<file path="src/hdl/kars_pkg.sv">
package kars_pkg;

    // key counts of the two groups
    localparam int CMD_KEYS  = 8;
    localparam int CHAR_KEYS = 48;
    localparam int NUM_LANES = CMD_KEYS + CHAR_KEYS;
    localparam int LANE_W    = $clog2(NUM_LANES);

    localparam int TIME_W    = 32;
    localparam int KEY_W     = 6;
    localparam int MODE_W    = 2;
    localparam int CFG_IDX_W = 3;

    localparam logic [TIME_W-1:0] ELAPSED_MIN = TIME_W'(1);

    // register indexes
    localparam logic [CFG_IDX_W-1:0] REG_CMD_DELAY   = CFG_IDX_W'(0);
    localparam logic [CFG_IDX_W-1:0] REG_CMD_RELOAD  = CFG_IDX_W'(1);
    localparam logic [CFG_IDX_W-1:0] REG_CHAR_DELAY  = CFG_IDX_W'(2);
    localparam logic [CFG_IDX_W-1:0] REG_CHAR_RELOAD = CFG_IDX_W'(3);

    localparam logic GROUP_CMD  = 1'b0;
    localparam logic GROUP_CHAR = 1'b1;

    typedef enum logic [MODE_W-1:0] {
        MOD_NORMAL = 2'd0,
        MOD_SHIFT  = 2'd1,
        MOD_CTRL   = 2'd2
    } t_mod;

    typedef enum logic [1:0] {
        ST_IDLE,
        ST_ELAP,
        ST_TICK,
        ST_DRAIN
    } t_state;

    // sequencer to merge stage
    typedef struct packed {
        logic load;
        t_mod mode;
    } t_scan_ctl;

    // merge stage back to sequencer
    typedef struct packed {
        logic busy;
    } t_merge_sts;

endpackage

</file>
<file path="src/hdl/kars_lane.sv">
// One key: hold-duration counter and fire decision.
module kars_lane (
    input  logic                             i_clk,
    input  logic                             i_rst_n,
    input  logic                             i_upd,
    input  logic                             i_pressed,
    input  logic [kars_pkg::TIME_W-1:0]      i_elapsed,
    input  logic [kars_pkg::TIME_W-1:0]      i_delay,
    input  logic [kars_pkg::TIME_W-1:0]      i_reload,
    output logic                             o_fire
);

    logic [kars_pkg::TIME_W-1:0] r_cnt;
    logic [kars_pkg::TIME_W-1:0] n_cnt;
    logic [kars_pkg::TIME_W-1:0] w_base;
    logic [kars_pkg::TIME_W:0]   w_sum;
    logic                        w_over;

    // past the threshold: repeat and reload
    assign w_over = r_cnt > i_delay;
    assign w_base = w_over ? i_reload : r_cnt;
    assign w_sum  = {1'b0, w_base} + {1'b0, i_elapsed};
    assign o_fire = i_pressed && ((r_cnt == '0) || w_over);

    // saturating add, released key clears
    always_comb begin
        if (!i_pressed) begin
            n_cnt = '0;
        end else if (w_sum[kars_pkg::TIME_W]) begin
            n_cnt = '1;
        end else begin
            n_cnt = w_sum[kars_pkg::TIME_W-1:0];
        end
    end

    always_ff @(posedge i_clk) begin
        if (!i_rst_n) begin
            r_cnt <= '0;
        end else if (i_upd) begin
            r_cnt <= n_cnt;
        end
    end

endmodule

</file>
<file path="config.mk">
export PLATFORM = sky130hd
export DESIGN_NAME = kars_lane
export DESIGN_NICKNAME = d
export VERILOG_FILES = /design/src/hdl/kars_pkg.sv /design/src/hdl/kars_lane.sv
export SDC_FILE = /design/constraint.sdc
export NUM_CORES = 1
export LEC_CHECK = 0
export ABC_AREA = 1
export ABC_CLOCK_PERIOD_IN_PS = 6100
export BUFFER_PORTS_ARGS = -buffer_cell sky130_fd_sc_hd__buf_2
export CORE_MARGIN = 2
export CORE_UTILIZATION = 25
export DETAILED_ROUTE_END_ITERATION = 10
export GPL_TIMING_DRIVEN = 1
export PLACE_DENSITY = 0.51
export SYNTH_ARGS = -nofsm -noshare
export SYNTH_HDL_FRONTEND = slang
export SYNTH_SLANG_ARGS = --single-unit
</file>
<file path="constraint.sdc">
create_clock -name i_clk -period 6.1 [get_ports i_clk]
set_input_delay 1.22 -clock i_clk [delete_from_list [all_inputs] [get_ports i_clk]]
set_output_delay 1.22 -clock i_clk [all_outputs]
set_load 0.1 [all_outputs]
</file>
==> results.ini <==
[cts]
postCtsSetupBuffers=0
cts-htree-levels=2
ctsLongestPathBuffers=2
clock_latency_ns=0.28
clk_pin_slew_ns=0.05
cts-root-buf=clkbuf_16
numCtsBuffers=5
cts_tree=done
cts_resized=0
hold_buffers=0
clkSinkCount=32

[route]
vias_per_cell=4.34
routed_wl_um=18200
drt-initial-drc-count=440
drt_first_pass_iters=5
routedWlPerCell_um=13.9
drc=0
ant_nets=0
vias=5665

[status]
status=finished clean

[grt]
grt_pass1_wl_um=29300
grt_max_degree=35
grtUsageTotal_pct=16.9
grt_pass1_vias=5709
grt-ovfl-total=0
antenna_found_initial=0

[die]
initial_utilization_pct=25.3
coreArea_sq_mm=0.0208
dieWidth_um=149
row_count=53
ios=101
die_y_um=149
die_area_sq_mm=0.0222

[power]
seq_power_share_pct=21.9
power_density_mw_per_mm2=190
combPwrFrac_pct=55.9
clock_power_share_pct=22.3
swShare_pct=46.3
p_leak_nw=3.68
p_int_mw=0.629
p_sw_mw=0.542
total_power_mw=1.17
peakVddDrop_v=0.0000897

[synthesis]
yosys-top-cells-area=nand2_1, ha_1, dfxtp_1
synth-edff-count=0
postSynth.asyncResetShare_pct=0
syn_inst=941
synthDominantCellAreaShare_pct=26.2
syn_area_sq_mm=0.00526
yosys_warnings=0
synth_cell_types=38
synthFlopType=dfxtp_1
syn_nets=1108
synth_common_cells=nand2_1, inv_1, nand3_1
synth_area_leader_cell=nand2_1
yosysMostFrequentCell=nand2_1
ys_ff_latch=32
synth.avg_cell_area_sq_um=5.59
ys_seq_area_share_pct=12.2

[worst_setup_path]
r2r-start=r_cnt[31]
required_ns=4.88
r2r_slack_ns=1.77
path_class=primary input to output pin
crit_path_end_kind=output pin
cp.arrival_ns=3.78
startpoint_type=primary input
timing.rr.end=r_cnt[29]
cp_max_fo=34
reg2regPathDepth=24

[sta]
setup-violations-final=0
final_hold_viol_count=0
finalClockSkew_ns=0.00207
max_slew.worst_pin.slew_ns=1.12
setup_ws_ns=1.10
fmax_mhz=200
whs_ns=0.508
timing.setup.tns_ns=0
slew_violations=0
min_period_ns=5.00
period_share_pct=82.0
slew-limit-headroom_pct=25.6
rsz0062_at_grt=no

[place]
finalWeightedCongestion=0.963
io_buffers=100
placed_cell_area_sq_mm=0.00600
dp.final_hpwl_um=15700
dp.cells=1298
pre_cts_slack_ns=0.838

[layout]
drive_gt1_share_pct=14.2
nets=1197
area_growth_pct=17.0
final_area_sq_mm=0.00615
fill_cells=2411
largest_reg_flops=32
regMostFlops=r_cnt
largestRegisters=r_cnt: 32 flops
postLayoutCoreUtil_pct=29.6
stdcell_count=1305
antennaDiodeCount=0

[job]
cap_violations=0

[worst_hold_path]
hold_path_class=flip-flop to flip-flop
hp-start=r_cnt[24]
min_to=r_cnt[24]
hold_depth=2

critical path: stages:
cell      delay, ns
buf_2          0.08
inv_1          0.03
ha_1           0.28
nand2_1        0.07
nor2_1         0.14
nand4_1        0.20
nor4_4         0.25
nand2_1        0.11
nand2_2        0.08
nand2_2        0.39
a21boi_0       0.44
buf_2          0.49
worst max path at each step:
stage / startpoint / endpoint / slack, ns / cells after the start
after floorplan: i_delay[31] / o_fire / 0.35 / 10
after global placement: i_delay[25] / r_cnt[29] / 0.93 / 27
after detailed placement: i_delay[31] / r_cnt[29] / 0.84 / 26
after CTS: i_delay[31] / o_fire / 1.09 / 12
after global routing: i_delay[31] / r_cnt[29] / 0.69 / 25
final: i_delay[31] / o_fire / 1.10 / 12
placed cells by master, fill, tap and decap left out, drive strengths merged:
master	n
a21boi	1
a21o	2
a21oi	65
and2	8
and3	2
buf	102
clkbuf	7
dfxtp	32
fa	1
ha	66
inv	172
nand2	375
nand3	83
nand3b	2
nand4	13
nor2	45
nor3	7
nor4	9
o211ai	2
o21ai	20
or2	1
xnor2	2
xor2	13
logic make-up (layout without fill, tap and decap cells):
group | Yosys count | count (layout) | share of synthesized area, %
AND/OR/NAND/NOR | 545 | 545 | 45.2
buffers and inverters | 192 | 281 | 14.6
AO/OA/AOI/OAI | 90 | 90 | 9.51
adder cells (fa/ha/maj) | 67 | 67 | 16.1
flip-flops | 32 | 32 | 12.2
XOR/XNOR | 15 | 15 | 2.50
area by class of cell:
type                    instances  area, sq um  area share [%]
multi-input cells             717         3860            62.7
inverters                     172          646            10.5
flip-flops and latches         32          641            10.4
repair buffers                102          515            8.38
well taps                     275          344            5.59
clock buffers                   7          153            2.48
power groups by stage:
| stage | Combinational (mW) | Sequential, mW | Clock [mW] |
|---|---|---|---|
| floorplan | 0.477 | 0.249 | 0 |
| global placement | 0.653 | 0.260 | 0 |
| detailed placement | 0.654 | 0.260 | 0 |
| CTS | 0.657 | 0.256 | 0.263 |
| global route | 0.749 | 0.259 | 0.270 |
| finish | 0.654 | 0.256 | 0.261 |
layer usage:
metal  global-route usage, %  part of all wire [%]  up-vias
li1                        -                     -     3125
met1                    23.8                    49     2403
met2                    28.2                    45      115
met3                   0.642                   3.6       22
met4                    4.71                   2.2        0
met5                       0                     0        -
No activity file was read; power rests on OpenSTA's default activity.
