$ cat src/hdl/kars_pkg.sv
package kars_pkg;

    // key counts of the two groups
    localparam int CMD_KEYS  = 8;
    localparam int CHAR_KEYS = 48;
    localparam int NUM_LANES = CMD_KEYS + CHAR_KEYS;
    localparam int LANE_W    = $clog2(NUM_LANES);

    localparam int TIME_W    = 32;
    localparam int KEY_W     = 6;
    localparam int MODE_W    = 2;
    localparam int CFG_IDX_W = 3;

    localparam logic [TIME_W-1:0] ELAPSED_MIN = TIME_W'(1);

    // register indexes
    localparam logic [CFG_IDX_W-1:0] REG_CMD_DELAY   = CFG_IDX_W'(0);
    localparam logic [CFG_IDX_W-1:0] REG_CMD_RELOAD  = CFG_IDX_W'(1);
    localparam logic [CFG_IDX_W-1:0] REG_CHAR_DELAY  = CFG_IDX_W'(2);
    localparam logic [CFG_IDX_W-1:0] REG_CHAR_RELOAD = CFG_IDX_W'(3);

    localparam logic GROUP_CMD  = 1'b0;
    localparam logic GROUP_CHAR = 1'b1;

    typedef enum logic [MODE_W-1:0] {
        MOD_NORMAL = 2'd0,
        MOD_SHIFT  = 2'd1,
        MOD_CTRL   = 2'd2
    } t_mod;

    typedef enum logic [1:0] {
        ST_IDLE,
        ST_ELAP,
        ST_TICK,
        ST_DRAIN
    } t_state;

    // sequencer to merge stage
    typedef struct packed {
        logic load;
        t_mod mode;
    } t_scan_ctl;

    // merge stage back to sequencer
    typedef struct packed {
        logic busy;
    } t_merge_sts;

endpackage

$ cat src/hdl/kars_merge.sv
// Walks the lane fire bits in key order; one beat per fired key, or one empty beat if none fired.
module kars_merge (
    input  logic                                i_clk,
    input  logic                                i_rst_n,
    input  kars_pkg::t_scan_ctl                 i_ctl,
    input  logic [kars_pkg::NUM_LANES-1:0]      i_fire,
    output kars_pkg::t_merge_sts                o_sts,
    output logic                                o_valid,
    input  logic                                i_ready,
    output logic                                o_fired,
    output logic                                o_group,
    output logic [kars_pkg::KEY_W-1:0]          o_key,
    output logic [kars_pkg::MODE_W-1:0]         o_mode,
    output logic                                o_last
);

    logic [kars_pkg::NUM_LANES-1:0] r_fire;
    logic [kars_pkg::LANE_W-1:0]    r_idx;
    logic                           r_busy;
    kars_pkg::t_mod                 r_mode;

    logic                           r_valid;
    logic                           r_fired;
    logic                           r_group;
    logic [kars_pkg::KEY_W-1:0]     r_key;
    logic [kars_pkg::MODE_W-1:0]    r_omode;
    logic                           r_last;

    logic                           w_free;
    logic [kars_pkg::NUM_LANES-1:0] w_rest;
    logic                           w_is_cmd;

    assign w_free   = !r_valid || i_ready;
    assign w_rest   = r_fire & ~({{(kars_pkg::NUM_LANES-1){1'b0}}, 1'b1} << r_idx);
    assign w_is_cmd = r_idx < kars_pkg::LANE_W'(kars_pkg::CMD_KEYS);

    // sweep control
    always_ff @(posedge i_clk) begin
        if (!i_rst_n) begin
            r_busy <= 1'b0;
            r_idx  <= '0;
            r_fire <= '0;
            r_mode <= kars_pkg::MOD_NORMAL;
        end else if (i_ctl.load) begin
            r_busy <= 1'b1;
            r_idx  <= '0;
            r_fire <= i_fire;
            r_mode <= i_ctl.mode;
        end else if (r_busy) begin
            if (r_fire == '0) begin
                if (w_free) begin
                    r_busy <= 1'b0;
                end
            end else if (r_fire[r_idx]) begin
                if (w_free) begin
                    r_fire <= w_rest;
                    r_idx  <= r_idx + 1'b1;
                    if (w_rest == '0) begin
                        r_busy <= 1'b0;
                    end
                end
            end else begin
                r_idx <= r_idx + 1'b1;
            end
        end
    end

    // output register
    always_ff @(posedge i_clk) begin
        if (!i_rst_n) begin
            r_valid <= 1'b0;
        end else if (r_busy && w_free && ((r_fire == '0) || r_fire[r_idx])) begin
            r_valid <= 1'b1;
        end else if (i_ready) begin
            r_valid <= 1'b0;
        end
    end

    always_ff @(posedge i_clk) begin
        if (r_busy && w_free) begin
            if (r_fire == '0) begin
                // scan without events
                r_fired <= 1'b0;
                r_group <= kars_pkg::GROUP_CMD;
                r_key   <= '0;
                r_omode <= kars_pkg::MOD_NORMAL;
                r_last  <= 1'b1;
            end else if (r_fire[r_idx]) begin
                r_fired <= 1'b1;
                r_last  <= (w_rest == '0);
                if (w_is_cmd) begin
                    r_group <= kars_pkg::GROUP_CMD;
                    r_key   <= kars_pkg::KEY_W'(r_idx);
                    r_omode <= kars_pkg::MOD_NORMAL;
                end else begin
                    r_group <= kars_pkg::GROUP_CHAR;
                    r_key   <= kars_pkg::KEY_W'(r_idx - kars_pkg::LANE_W'(kars_pkg::CMD_KEYS));
                    r_omode <= r_mode;
                end
            end
        end
    end

    assign o_sts.busy = r_busy;
    assign o_valid    = r_valid;
    assign o_fired    = r_fired;
    assign o_group    = r_group;
    assign o_key      = r_key;
    assign o_mode     = r_omode;
    assign o_last     = r_last;

endmodule

$ cat config.mk
export PLATFORM = sky130hd
export DESIGN_NAME = kars_merge
export DESIGN_NICKNAME = d
export VERILOG_FILES = /design/src/hdl/kars_pkg.sv /design/src/hdl/kars_merge.sv
export SDC_FILE = /design/constraint.sdc
export NUM_CORES = 1
export LEC_CHECK = 0
export BUFFER_PORTS_ARGS = -buffer_cell sky130_fd_sc_hd__buf_2
export CAP_MARGIN = 40
export CORE_MARGIN = 2
export CORE_UTILIZATION = 61
export CTS_CLUSTER_SIZE = 10
export DETAILED_ROUTE_END_ITERATION = 6
export GPL_ROUTABILITY_DRIVEN = 0
export GPL_TIMING_DRIVEN = 0
export MAX_ROUTING_LAYER = met4
export PLACE_DENSITY = 0.89
export SYNTH_ARGS = -nofsm -noshare
export SYNTH_HDL_FRONTEND = slang
export SYNTH_SLANG_ARGS = --single-unit
$ cat constraint.sdc
create_clock -name i_clk -period 5.92 [get_ports i_clk]
set_input_delay 0.296 -clock i_clk [delete_from_list [all_inputs] [get_ports i_clk]]
set_output_delay 0.296 -clock i_clk [all_outputs]
set_load 0.1 [all_outputs]
==> reports/summary.txt <==
Core Rows = 31
Area Overhead vs Synth = 14.63%
clock latency on the worst-skew pair = 370 ps
Slowest cell on crit path = nor4_1
Worst Setup Path Type = flop to flop
hold_buf cts = 0
Arrival @ worst endpoint = 3250 ps
FMAX = 306.7 MHz
first-pass GRT wire length = 22,780 um
ys async rst share = 0
synth unique cells = 50
fraction of layout cells with a size suffix above 1 = 0.2023
Reg power frac = 0.537
P_int = 0.0007714 W
vias in the first global route = 4,626
leak pwr = 2.063 nW
first-pass iteration count of the detailed router = 7
DRT antenna net count = 0
largest net degree at the start of global routing = 14
# fillers = 557
Synth area leader = dfxtp_1
Worst EP required = 5910 ps
initial antenna violation count = 0
Nets = 673
Commonest cells post-synth = nand2_1, dfxtp_1, clkbuf_1
Core ar. = 7176 sq um
Worst Tran Pin Value = 895.4 ps
Synthesis Warnings = 0
Final period util = 0.5509
unrepaired setup endpoints after global routing = false
routed vias = 5,003
overall power = 0.001095 W
# H-tree levels = 3
GRT Total Usage = 0.3613
CTS tree = done
WL/cell = 20.47 um
Most common cell on crit path = nor4_1
Synth area leaders = dfxtp_1, nand2_1, edfxtp_1, o311ai_0, mux4_1
final hold viol count = 0
Post-CTS Setup Inserts = 0
number of max-cap violations = 0
WL final = 14,470 um
count leader, synth = nand2_1
CTS Root Cell = clkbuf_8
Combinational Power Share = 0.146
Die Ht = 89.72 um
Hold Path Class = input pin to flop
sw frac = 0.2953
total CTS buffers = 9
hpwl dp = 10,300 um
Initial Util = 0.6246
max-slew violation count = 0
fin crit period = 3261 ps
CP Max Fanout = 11
Initial DRC Count = 986
status = complete, but fails checks
crit end category = flop
clock power share = 0.316
# setup viols final = 0
register bit count reported by yosys = 77
Yosys top cell area share = 0.2948
clock skew = 12.43 ps
EDFF count, synth = 11
PwrDens = 213.1 nW/um^2
Avg Synthesized Cell Area = 8.635 sq um
Max VDD drop = 0.0001704 V
total grt overflow = 0
mapped cell area = 4482 sq um
PostCTS Resize Cnt = 0
worst-path cell chain = nor4_1 > nand4_1 > nor4_1 > inv_1 > o21ai_0 > nor2b_1
Die Span X = 89.72 um
clock sink count = 77
ys flop type = dfxtp_1
ANT cells = 0
pre-CTS WS = 2810 ps
Cells after Synth = 519
violated checks = DRC
clock-pin slew on the worst setup and hold paths = 80 ps
Die Footprint = 8049 sq um
Sw Pwr = 0.0003233 W
Fin Hold WS = 109.5 ps
Synth Net Count = 589
Critical Path Source Type = flop
setup TNS = 0 ps
Remaining DRCs = 23
Port Buf Inserts = 73
# IOs = 75
setup ws final = 2659 ps
Max-slew headroom = 0.3976
vias per inst = 7.076
Longest Clk Path Bufs = 2
CP max stage delay = 770 ps
register area share after synthesis = 0.3685
## final cells by class
class / instances / area [sq um] / share of cell area
Tap cell: 99 / 123.9 / 0.02411
Clock buffer: 9 / 123.9 / 0.02411
Sequential cell: 77 / 1652 / 0.3215
Buffer: 47 / 212.7 / 0.04140
Timing Repair Buffer: 73 / 365.4 / 0.07112
Inverter: 11 / 41.29 / 0.008037
Multi-Input combinational cell: 384 / 2576 / 0.5015
Clock inverter: 7 / 42.54 / 0.008281
## final timing paths
| kind | from | endpoint | slack, ps | depth (start not counted) |
|---|---|---|---|---|
| max | r_fire[15] | o_key[4] | 2660 | 6 |
| min reg2reg | r_fire[3] | r_fire[3] | 530 | 2 |
| max reg2reg | r_fire[15] | o_key[4] | 2660 | 6 |
| min | i_fire[32] | r_fire[32] | 110 | 3 |
## stage by stage
step | cell area [sq um] | util | instances
CTS | 5137 | 0.7160 | 707
finish | 5137 | 0.7160 | 707
floorplan | 4482 | - | 519
global route | 5137 | 0.7160 | 707
global placement | 4971 | 0.6928 | 691
detailed placement | 4971 | 0.6928 | 691
## flip-flops by register name, indices dropped and copies added, names as in the netlist
name,count
r_mode,2
o_group,1
r_idx,6
o_last,1
o_mode,2
o_valid,1
o_sts,1
r_fire,56
o_key,6
o_fired,1
## cell usage in the layout (no fill, tap or decap), types with 5 or more instances in the layout
master	n
clkbuf_8	9
o31ai_1	5
o21ai_0	20
a21oi_1	5
o32ai_1	13
nor2_1	9
nor2b_1	6
inv_1	11
ha_1	8
clkbuf_1	34
a31oi_1	13
nor4_1	17
nand3_1	24
nand4_1	11
buf_2	78
mux4_1	7
or3_1	5
dfxtp_1	66
o211ai_1	7
edfxtp_1	11
o311ai_0	33
mux2i_1	8
o21a_1	15
a31o_2	12
nor3_1	10
nand2_1	110
## power groups by stage
stage | combinational [W] | sequential [W] | clock, W
2_1_floorplan | 0.0000954 | 0.000595 | 0
3_3_place_gp | 0.000149 | 0.000595 | 0
3_5_place_dp | 0.000154 | 0.000596 | 0
4_1_cts | 0.000155 | 0.000584 | 0.000346
5_1_grt | 0.000172 | 0.000588 | 0.000371
6_report | 0.000160 | 0.000588 | 0.000346
## logic make-up after synthesis
family / share of synthesized area
DFF: 0.3685
adders and majority gates: 0.02233
AOI/OAI and AO/OA: 0.2331
buffers and inverters: 0.05667
xor gates and xnor gates: 0.003909
muxes: 0.08152
and+or+nand+nor: 0.2340
## metal layers
layer	GRT usage	wire length [um]	up-vias
met4	0.2103	1020	0
met1	0.4632	5210	2210
li1	-	-	2168
met2	0.5202	6051	475
met3	0.09137	2188	150
met5	-	0	-
## worst max-delay path, delay by kind of cell, from the launching register on
| family | cells | cell delay (ps) |
|---|---|---|
| AND/OR/NAND/NOR | 4 | 2100 |
| AO/OA/AOI/OAI | 1 | 210 |
| buffers and inverters | 1 | 210 |
| flip-flops | 1 | 360 |
Power figures use the tool's default switching activity.
